`src/rtl/gnf_pkg.sv`:
```
// gnf_pkg: shared types, constants and helpers for the fractal gradient noise core
// no dependencies; imported by gnf_ctrl, gnf_datapath and gradient_noise_fbm_core
package gnf_pkg;

    localparam int FRAC_BITS = 16;
    localparam int IDX_W     = 5;
    localparam int MUL_W     = 20;
    localparam int PROD_W    = 2 * MUL_W;
    localparam int VAL_W     = 20;
    localparam int Q_W       = 17;

    localparam logic [Q_W-1:0]   ONE_Q    = 17'h10000;
    localparam logic [MUL_W-1:0] FADE_K15 = 20'd983040;
    localparam logic [MUL_W-1:0] FADE_K10 = 20'd655360;
    localparam logic [MUL_W-1:0] FADE_K6  = 20'd6;
    localparam logic [PROD_W-1:0] RND_HALF = 40'd32768;

    localparam logic [1:0] CFG_DIM  = 2'd0;
    localparam logic [1:0] CFG_PERS = 2'd1;
    localparam logic [1:0] CFG_OCT  = 2'd2;

    localparam logic CMD_LOAD = 1'b0;
    localparam logic CMD_EVAL = 1'b1;

    typedef enum logic [3:0] {
        ST_IDLE,
        ST_LOAD,
        ST_INIT,
        ST_FADE_MUL,
        ST_FADE_WB,
        ST_LOOKUP,
        ST_LERP_MUL,
        ST_LERP_WB,
        ST_SAMP_MUL,
        ST_SAMP_WB,
        ST_AMP_MUL,
        ST_AMP_WB,
        ST_DIV_INIT,
        ST_DIV,
        ST_OUT
    } state_t;

    typedef enum logic [2:0] {
        MUL_FADE_P,
        MUL_FADE_B,
        MUL_FADE_W,
        MUL_LERP,
        MUL_SAMPLE,
        MUL_AMP
    } mul_sel_t;

    typedef enum logic [2:0] {
        WB_NONE,
        WB_FADE,
        WB_LERP,
        WB_ACC,
        WB_AMP
    } wb_sel_t;

    typedef struct packed {
        logic             capture;
        logic             mem_write;
        logic             eval_init;
        logic             mul_en;
        mul_sel_t         mul_sel;
        wb_sel_t          wb_sel;
        logic             lookup;
        logic             next_oct;
        logic             div_init;
        logic             div_step;
        logic             out_load;
        logic [IDX_W-1:0] idx;
    } dp_cmd_t;

    typedef struct packed {
        logic mode3d;
        logic last_oct;
        logic out_busy;
    } dp_stat_t;

    // rounded product: (p + half) >> FRAC_BITS
    function automatic logic [PROD_W-FRAC_BITS-1:0] round_q(input logic [PROD_W-1:0] p);
        logic [PROD_W-1:0] s;
        s = p + RND_HALF;
        return s[PROD_W-1:FRAC_BITS];
    endfunction

    // gradient dot product, 2d uses the low three hash bits over (x, y)
    function automatic logic signed [VAL_W-1:0] grad_q(
        input logic [3:0]         h,
        input logic               is3d,
        input logic signed [17:0] x,
        input logic signed [17:0] y,
        input logic signed [17:0] z
    );
        logic signed [VAL_W-1:0] ex;
        logic signed [VAL_W-1:0] ey;
        logic signed [VAL_W-1:0] ez;
        logic signed [VAL_W-1:0] g;
        ex = VAL_W'(x);
        ey = VAL_W'(y);
        ez = VAL_W'(z);
        if (is3d)
        begin
            case (h)
                4'd0:    g = ex + ey;
                4'd1:    g = -ex + ey;
                4'd2:    g = ex - ey;
                4'd3:    g = -ex - ey;
                4'd4:    g = ex + ez;
                4'd5:    g = -ex + ez;
                4'd6:    g = ex - ez;
                4'd7:    g = -ex - ez;
                4'd8:    g = ey + ez;
                4'd9:    g = -ey + ez;
                4'd10:   g = ey - ez;
                4'd11:   g = -ey - ez;
                4'd12:   g = ex + ey;
                4'd13:   g = -ex + ey;
                4'd14:   g = -ey + ez;
                default: g = -ey - ez;
            endcase
        end
        else
        begin
            case (h[2:0])
                3'd0:    g = ex + ey;
                3'd1:    g = -ex + ey;
                3'd2:    g = ex - ey;
                3'd3:    g = -ex - ey;
                3'd4:    g = ex;
                3'd5:    g = -ex;
                3'd6:    g = ey;
                default: g = -ey;
            endcase
        end
        return g;
    endfunction

endpackage

```
`src/rtl/gnf_ctrl.sv`:
```
// gnf_ctrl: sequencer for the noise core, steps fade, lookup, lerp, weighting and divide
// depends on gnf_pkg; drives gnf_datapath through dp_cmd_t
module gnf_ctrl
    import gnf_pkg::*;
(
    input  logic     clk,
    input  logic     rst_n,
    input  logic     s_tvalid,
    input  logic     s_tuser,
    input  logic     m_tready,
    input  dp_stat_t stat,
    output logic     s_tready,
    output dp_cmd_t  cmd
);

    state_t           state_reg;
    state_t           state_next;
    logic [IDX_W-1:0] idx_reg;
    logic [IDX_W-1:0] idx_next;
    logic [IDX_W-1:0] fade_last;
    logic [IDX_W-1:0] lk_last;
    logic [IDX_W-1:0] lerp_last;
    logic             accept;
    logic             out_free;

    localparam logic [IDX_W-1:0] DIV_LAST = 5'd16;

    assign fade_last = stat.mode3d ? 5'd11 : 5'd7;
    assign lk_last   = stat.mode3d ? 5'd13 : 5'd5;
    assign lerp_last = stat.mode3d ? 5'd6  : 5'd2;
    assign accept    = s_tvalid && (state_reg == ST_IDLE);
    assign out_free  = !stat.out_busy || m_tready;

    always_ff @(posedge clk or negedge rst_n)
    begin
        if (!rst_n)
        begin
            state_reg <= ST_IDLE;
            idx_reg   <= '0;
        end
        else
        begin
            state_reg <= state_next;
            idx_reg   <= idx_next;
        end
    end

    // next state
    always_comb
    begin
        state_next = state_reg;
        idx_next   = idx_reg;
        unique case (state_reg)
            ST_IDLE:
            begin
                if (accept)
                begin
                    state_next = (s_tuser == CMD_EVAL) ? ST_INIT : ST_LOAD;
                end
            end
            ST_LOAD:     state_next = ST_OUT;
            ST_INIT:
            begin
                state_next = ST_FADE_MUL;
                idx_next   = '0;
            end
            ST_FADE_MUL: state_next = ST_FADE_WB;
            ST_FADE_WB:
            begin
                if (idx_reg == fade_last)
                begin
                    state_next = ST_LOOKUP;
                    idx_next   = '0;
                end
                else
                begin
                    state_next = ST_FADE_MUL;
                    idx_next   = idx_reg + 5'd1;
                end
            end
            ST_LOOKUP:
            begin
                if (idx_reg == lk_last)
                begin
                    state_next = ST_LERP_MUL;
                    idx_next   = '0;
                end
                else
                begin
                    idx_next = idx_reg + 5'd1;
                end
            end
            ST_LERP_MUL: state_next = ST_LERP_WB;
            ST_LERP_WB:
            begin
                if (idx_reg == lerp_last)
                begin
                    state_next = ST_SAMP_MUL;
                end
                else
                begin
                    state_next = ST_LERP_MUL;
                    idx_next   = idx_reg + 5'd1;
                end
            end
            ST_SAMP_MUL: state_next = ST_SAMP_WB;
            ST_SAMP_WB:  state_next = ST_AMP_MUL;
            ST_AMP_MUL:  state_next = ST_AMP_WB;
            ST_AMP_WB:
            begin
                idx_next   = '0;
                state_next = stat.last_oct ? ST_DIV_INIT : ST_FADE_MUL;
            end
            ST_DIV_INIT:
            begin
                state_next = ST_DIV;
                idx_next   = '0;
            end
            ST_DIV:
            begin
                if (idx_reg == DIV_LAST)
                begin
                    state_next = ST_OUT;
                end
                else
                begin
                    idx_next = idx_reg + 5'd1;
                end
            end
            ST_OUT:
            begin
                if (out_free)
                begin
                    state_next = ST_IDLE;
                end
            end
            default:     state_next = ST_IDLE;
        endcase
    end

    // outputs
    always_comb
    begin
        s_tready      = (state_reg == ST_IDLE);
        cmd           = '0;
        cmd.mul_sel   = MUL_FADE_P;
        cmd.wb_sel    = WB_NONE;
        cmd.idx       = idx_reg;
        unique case (state_reg)
            ST_IDLE:     cmd.capture   = accept;
            ST_LOAD:     cmd.mem_write = 1'b1;
            ST_INIT:     cmd.eval_init = 1'b1;
            ST_FADE_MUL:
            begin
                cmd.mul_en = 1'b1;
                case (idx_reg[1:0])
                    2'd0:    cmd.mul_sel = MUL_FADE_P;
                    2'd1:    cmd.mul_sel = MUL_FADE_B;
                    default: cmd.mul_sel = MUL_FADE_W;
                endcase
            end
            ST_FADE_WB:  cmd.wb_sel = WB_FADE;
            ST_LOOKUP:   cmd.lookup = 1'b1;
            ST_LERP_MUL:
            begin
                cmd.mul_en  = 1'b1;
                cmd.mul_sel = MUL_LERP;
            end
            ST_LERP_WB:  cmd.wb_sel = WB_LERP;
            ST_SAMP_MUL:
            begin
                cmd.mul_en  = 1'b1;
                cmd.mul_sel = MUL_SAMPLE;
            end
            ST_SAMP_WB:  cmd.wb_sel = WB_ACC;
            ST_AMP_MUL:
            begin
                cmd.mul_en  = 1'b1;
                cmd.mul_sel = MUL_AMP;
            end
            ST_AMP_WB:
            begin
                cmd.wb_sel   = WB_AMP;
                cmd.next_oct = !stat.last_oct;
            end
            ST_DIV_INIT: cmd.div_init = 1'b1;
            ST_DIV:      cmd.div_step = 1'b1;
            ST_OUT:      cmd.out_load = out_free;
            default:     cmd.idx = idx_reg;
        endcase
    end

endmodule

```
`config.mk`:
```
export PLATFORM = sky130hd
export DESIGN_NAME = gnf_ctrl
export DESIGN_NICKNAME = d
export VERILOG_FILES = /design/src/rtl/gnf_pkg.sv /design/src/rtl/gnf_ctrl.sv
export SDC_FILE = /design/constraint.sdc
export NUM_CORES = 1
export LEC_CHECK = 0
export ABC_AREA = 1
export CORE_MARGIN = 2
export CORE_UTILIZATION = 30
export CTS_CLUSTER_DIAMETER = 30
export DETAILED_ROUTE_END_ITERATION = 16
export DONT_BUFFER_PORTS = 1
export PLACE_DENSITY_LB_ADDON = 0.08
export SYNTH_ARGS = -nofsm -noshare
export SYNTH_HDL_FRONTEND = slang
export SYNTH_SLANG_ARGS = --single-unit
```
`constraint.sdc`:
```
create_clock -name clk -period 4.2 [get_ports clk]
set_clock_uncertainty 0.05 [all_clocks]
set_input_delay 0.21 -clock clk [delete_from_list [all_inputs] [get_ports clk]]
set_output_delay 0.21 -clock clk [all_outputs]
set_load 0.1 [all_outputs]
```
* Yosys cells after proc, flatten, opt, wreduce, memory -nomap -nowiden
Cells that the tools add are included. Widths: inputs -> output; s select.
Operators by class: $add $sub $neg 1, eq/ne operators 25, mux-type cells 28, reduce and logical (&&, ||, !) cells 10
Operators with widths (number):
- $pmux 4 s15 | 1
- $mux 4 | 8
- $eq 4x4->1 const B | 7
- $pmux 5 s5 | 1
- $mux 5 | 4
- $eq 4x3->1 const B | 4
- $pmux 4 s4 | 1
- $pmux 3 s4 | 1
- $eq 5x4->1 | 2
- $ne 2x2->1 const B | 5
- $eq 4x2->1 const B | 2
- $mux 1 | 8
- $mux 3 | 2
- $add 5x1->5 const B | 1
- $eq 5x3->1 | 1
- $eq 5x5->1 const B | 1
- $reduce_bool 5->1 | 1
- $eq 4x1->1 const B | 1
- $logic_not 4->1 | 1
- $pmux 2 s2 | 1
- $reduce_and 4->1 | 1
- $reduce_and 3->1 | 1
- $reduce_or 3->1 | 1
- $eq 2x1->1 const B | 1
- other kinds (6) | 7
Word-level totals: flip-flop bits (word level) 9, input bits 8, output and inout port bits 21

* Depth between registers and ports, before layout
depth in word-level cells 4, gate-level depth with buffers 11, mapped depth without buffers 11

* Worst setup path before layout
Ideal clock, no wire load.
kind register -> output, from register idx_reg[0], to output cmd[14] (netlist bit), data arrival time 3.763 ns, required time 3.940 ns, slack 0.177 ns, stages on the path, launching flop included 4, buffers on the path 0, cell sequence dfrtp_1 > inv_1 > ha_1 > o31ai_1
RTL lines:
- start: declaration | line gnf_ctrl.sv:18 | logic [IDX_W-1:0] idx_reg;
- start signal: assignment | line gnf_ctrl.sv:44 | idx_reg <= idx_next;
- end: declaration | line gnf_ctrl.sv:13 | output dp_cmd_t cmd

==> reports/summary.md <==
The flow ran to the end, and the final reports show no timing, DRC or antenna violations. The final clock period utilization by the worst path was 0.5812; the transition time at the pin with the least slew margin was 1.075 ns. Yosys instantiated no cell more often than nand2_1.

Setup repair after global routing left no endpoint under its margin. The total number of H-tree levels was 1; the hold-critical path depth was 2. Startpoint-to-endpoint class of the critical path: reg2out. The logs give 36 for the number of DRC violations after detailed-routing iteration 0 and 9 for the number of sinks handled by clock tree synthesis.

Measured in cells, the most critical reg-to-reg path has a length of 9. After detailed routing, the total wire length is 3.321 mm. The total grt overflow was 0. The worst setup path is captured at an output port. In the synthesized netlist, the number of instances is 203.

The maximum number of buffers from clock root to sink came out at 2. The area share of the largest cell type after synthesis came out at 0.2924. The met1 demand-to-capacity share in global routing was 0.1955; the source-to-sink clock delay at the later pin of the worst-skew pair was 0.26 ns. The tools report the met2 track demand over resource in global routing as 0.3138.

The signal on the critical path passes through buf_4 -> inv_1 -> ha_1 -> o31ai_4. For the number of DRC violations after detailed routing, the log shows 0. Minimum clock period after layout: 2.441 ns. Counting flops with a built-in enable in the synthesized netlist gives 0. Synthesis inferred 9 register bits. Post-CTS repair changed the size of 0 cells. 0 antenna diodes ended up in the layout.

The worst slew margin relative to its limit was 0.2808. The number of hold violations in the final report was 0; the post-synthesis to final-layout area growth was 20.41%. TritonCTS built the clock tree. The logs give 0.004135 mm2 for the overall die area and 398 for the count of filler cells inserted in the layout. The tree is rooted in a clkbuf_4. STA classifies the critical path startpoint as a flop. The tools report the pin count of the biggest net entering global routing as 10.

The async set or reset register ratio after synthesis was 1.000. The leading area contributor after synthesis was nand2_1. The synthesized netlist contains 24 unique library cells. The sum of net half-perimeters after detailed placement came out at 2.816 mm. Measured along the y axis, the die boundary spans 64.31 um.

The flip-flop count of the largest register, all copies and words added is 5, and the number of synthesis warnings is 0. Based on the critical path, the design can be clocked at up to 409.7 MHz. The initial core utilization was 0.3194. The tightest min-delay check is of the in2reg type. In the synthesized netlist, the cells that appear most often are 85 x nand2_1, 35 x nor2_1, 24 x inv_1, 11 x nand3_1, 9 x dfrtp_1. The mapped netlist covers 0.001091 mm2. The final number of max-transition violations is 0. All-layer global routing usage: 0.1687. In this run the worst path has a maximum fanout of 7. The number of nets in the synthesized netlist was 215.

The layer with the highest usage after global routing was met2. Among all stages on the critical path, the largest delay is contributed by o31ai_4. The average instance in the mapped netlist occupies 5.375 um2. The run gives 1 as the hold buffer count at cts. In the final routed layout, each cell accounts on average for 12.77 um.

For the number of antenna-violating nets in the routed design, the log shows 0. Quantity of I/O buffers inserted on ports: 0. For the initial antenna violation count, the log shows 0.

Summing over every cut layer, the via total after detailed routing is 1,224. Routability-driven placement finished with a final weighted congestion of 0.8373. In this run the count of I/O pins placed on the die edge is 29. The vias per cell is 4.708, and the final net count is 227. The count of endpoints failing setup in the final report was 0. For the met3 demand-to-capacity share in global routing, the log shows 0.04401. The run gives 1,207 as the via count of the first global-routing pass. The number of optimization iterations in the first detailed-route pass is 4, and the share of synthesized area occupied by flip-flops and latches is 0.2064.

On the worst path, the slowest cell contributes a delay of 0.92 ns. The clock slew seen by the registers of the worst setup and hold paths came out at 0.06 ns. Adding up every negative setup slack in the final design gives 0 ns. In the synthesized netlist the dominant register cell turns out to be dfrtp_1. The logs give 5.499 mm for the first-pass GRT wire length and 21 for the row count. Data on the critical path is required at its endpoint by 3.94 ns.

After synthesis, the cell types taking the most area are nand2_1 29%, dfrtp_1 21%, nor2_1 12%. The die is 64.31 um wide. The critical path data arrival time is 2.18 ns, and the worst-case register-to-register setup slack is 2.01 ns. After floorplanning, the core was sized to cover 0.003416 mm2. Max-cap violations in this run came to 0. The share of layout cells above drive strength 1 is 0.1495, and the setup fix buffers added after clock tree synthesis is 0. Buffers inserted during clock tree synthesis total 3.
[metal layers]
layer  vias to the layer above  routed length, um
li1                        648                  -
met5                         -                  0
met4                         0                  0
met2                        29               1727
met3                         0                140
met1                       547               1452
[metrics by stage]
| step | cell area [um2] | cells | setup slack, ns | utilization | hold WS [ns] |
|---|---|---|---|---|---|
| floorplan | 1091 | 203 | 0.1772 | - | -0.1356 |
| global placement | 1277 | 255 | 2.012 | 0.3740 | -0.1354 |
| detailed placement | 1277 | 255 | 2.015 | 0.3740 | -0.1354 |
| CTS | 1314 | 260 | 1.727 | 0.3846 | 0.1254 |
| global route | 1314 | 260 | 1.620 | 0.3846 | 0.1209 |
| finish | 1314 | 260 | 1.759 | 0.3846 | 0.1386 |
[cell type report]
cell class | instances | area (um2) | share of cell area
sequential | 9 | 225.2 | 0.1714
clock buffer | 4 | 26.28 | 0.02000
multi-input combinational | 165 | 798.3 | 0.6076
inverter | 27 | 101.3 | 0.07714
tap | 46 | 57.56 | 0.04381
timing repair buffer | 9 | 105.1 | 0.08000
[path summary, 6_finish.rpt]
path	startpoint	to
max in group asynchronous	rst_n	idx_reg[1]$_DFFE_PN0P_
min in group asynchronous	rst_n	state_reg[2]$_DFFE_PN0P_
worst min-delay path	stat[0]	state_reg[1]$_DFFE_PN0P_
worst max register to register	idx_reg[3]$_DFFE_PN0P_	state_reg[1]$_DFFE_PN0P_
worst min register to register	state_reg[2]$_DFFE_PN0P_	state_reg[2]$_DFFE_PN0P_
worst max-delay path	idx_reg[1]$_DFFE_PN0P_	cmd[14]
[critical path: cells and delay by family (launching register included)]
family	cells	cell delay, ns
AOI/OAI and AO/OA	1	0.92
buffers and inverters	2	0.43
DFF	1	0.32
adders and majority gates	1	0.25
[kinds of logic after synthesis]
logic type / count (synthesis) / share of synthesized area
AOI/OAI and AO/OA: 14 / 0.08257
xor gates and xnor gates: 2 / 0.01606
adders and majority gates: 4 / 0.04587
buffers and inverters: 29 / 0.1021
DFF: 9 / 0.2064
and+or+nand+nor: 145 / 0.5470
[cells in the final DEF, fill, tap and decap left out, types with 2 or more instances in the layout]
cell / netlist / final
clkbuf_4: 0 / 3
o211ai_1: 4 / 4
nor2_2: 4 / 11
clkbuf_16: 0 / 2
o21ai_0: 3 / 3
nand2_2: 3 / 3
inv_2: 3 / 3
xor2_1: 2 / 2
dfrtp_1: 9 / 9
inv_1: 24 / 24
nor3_1: 2 / 2
a21oi_1: 2 / 2
nand3_1: 11 / 11
nand4_1: 2 / 2
buf_4: 0 / 6
nand2_1: 85 / 85
nor2_1: 35 / 28
ha_1: 4 / 4
Power is not shown: default switching activity piles up to over one toggle a cycle in this logic, so the estimate is an artifact.
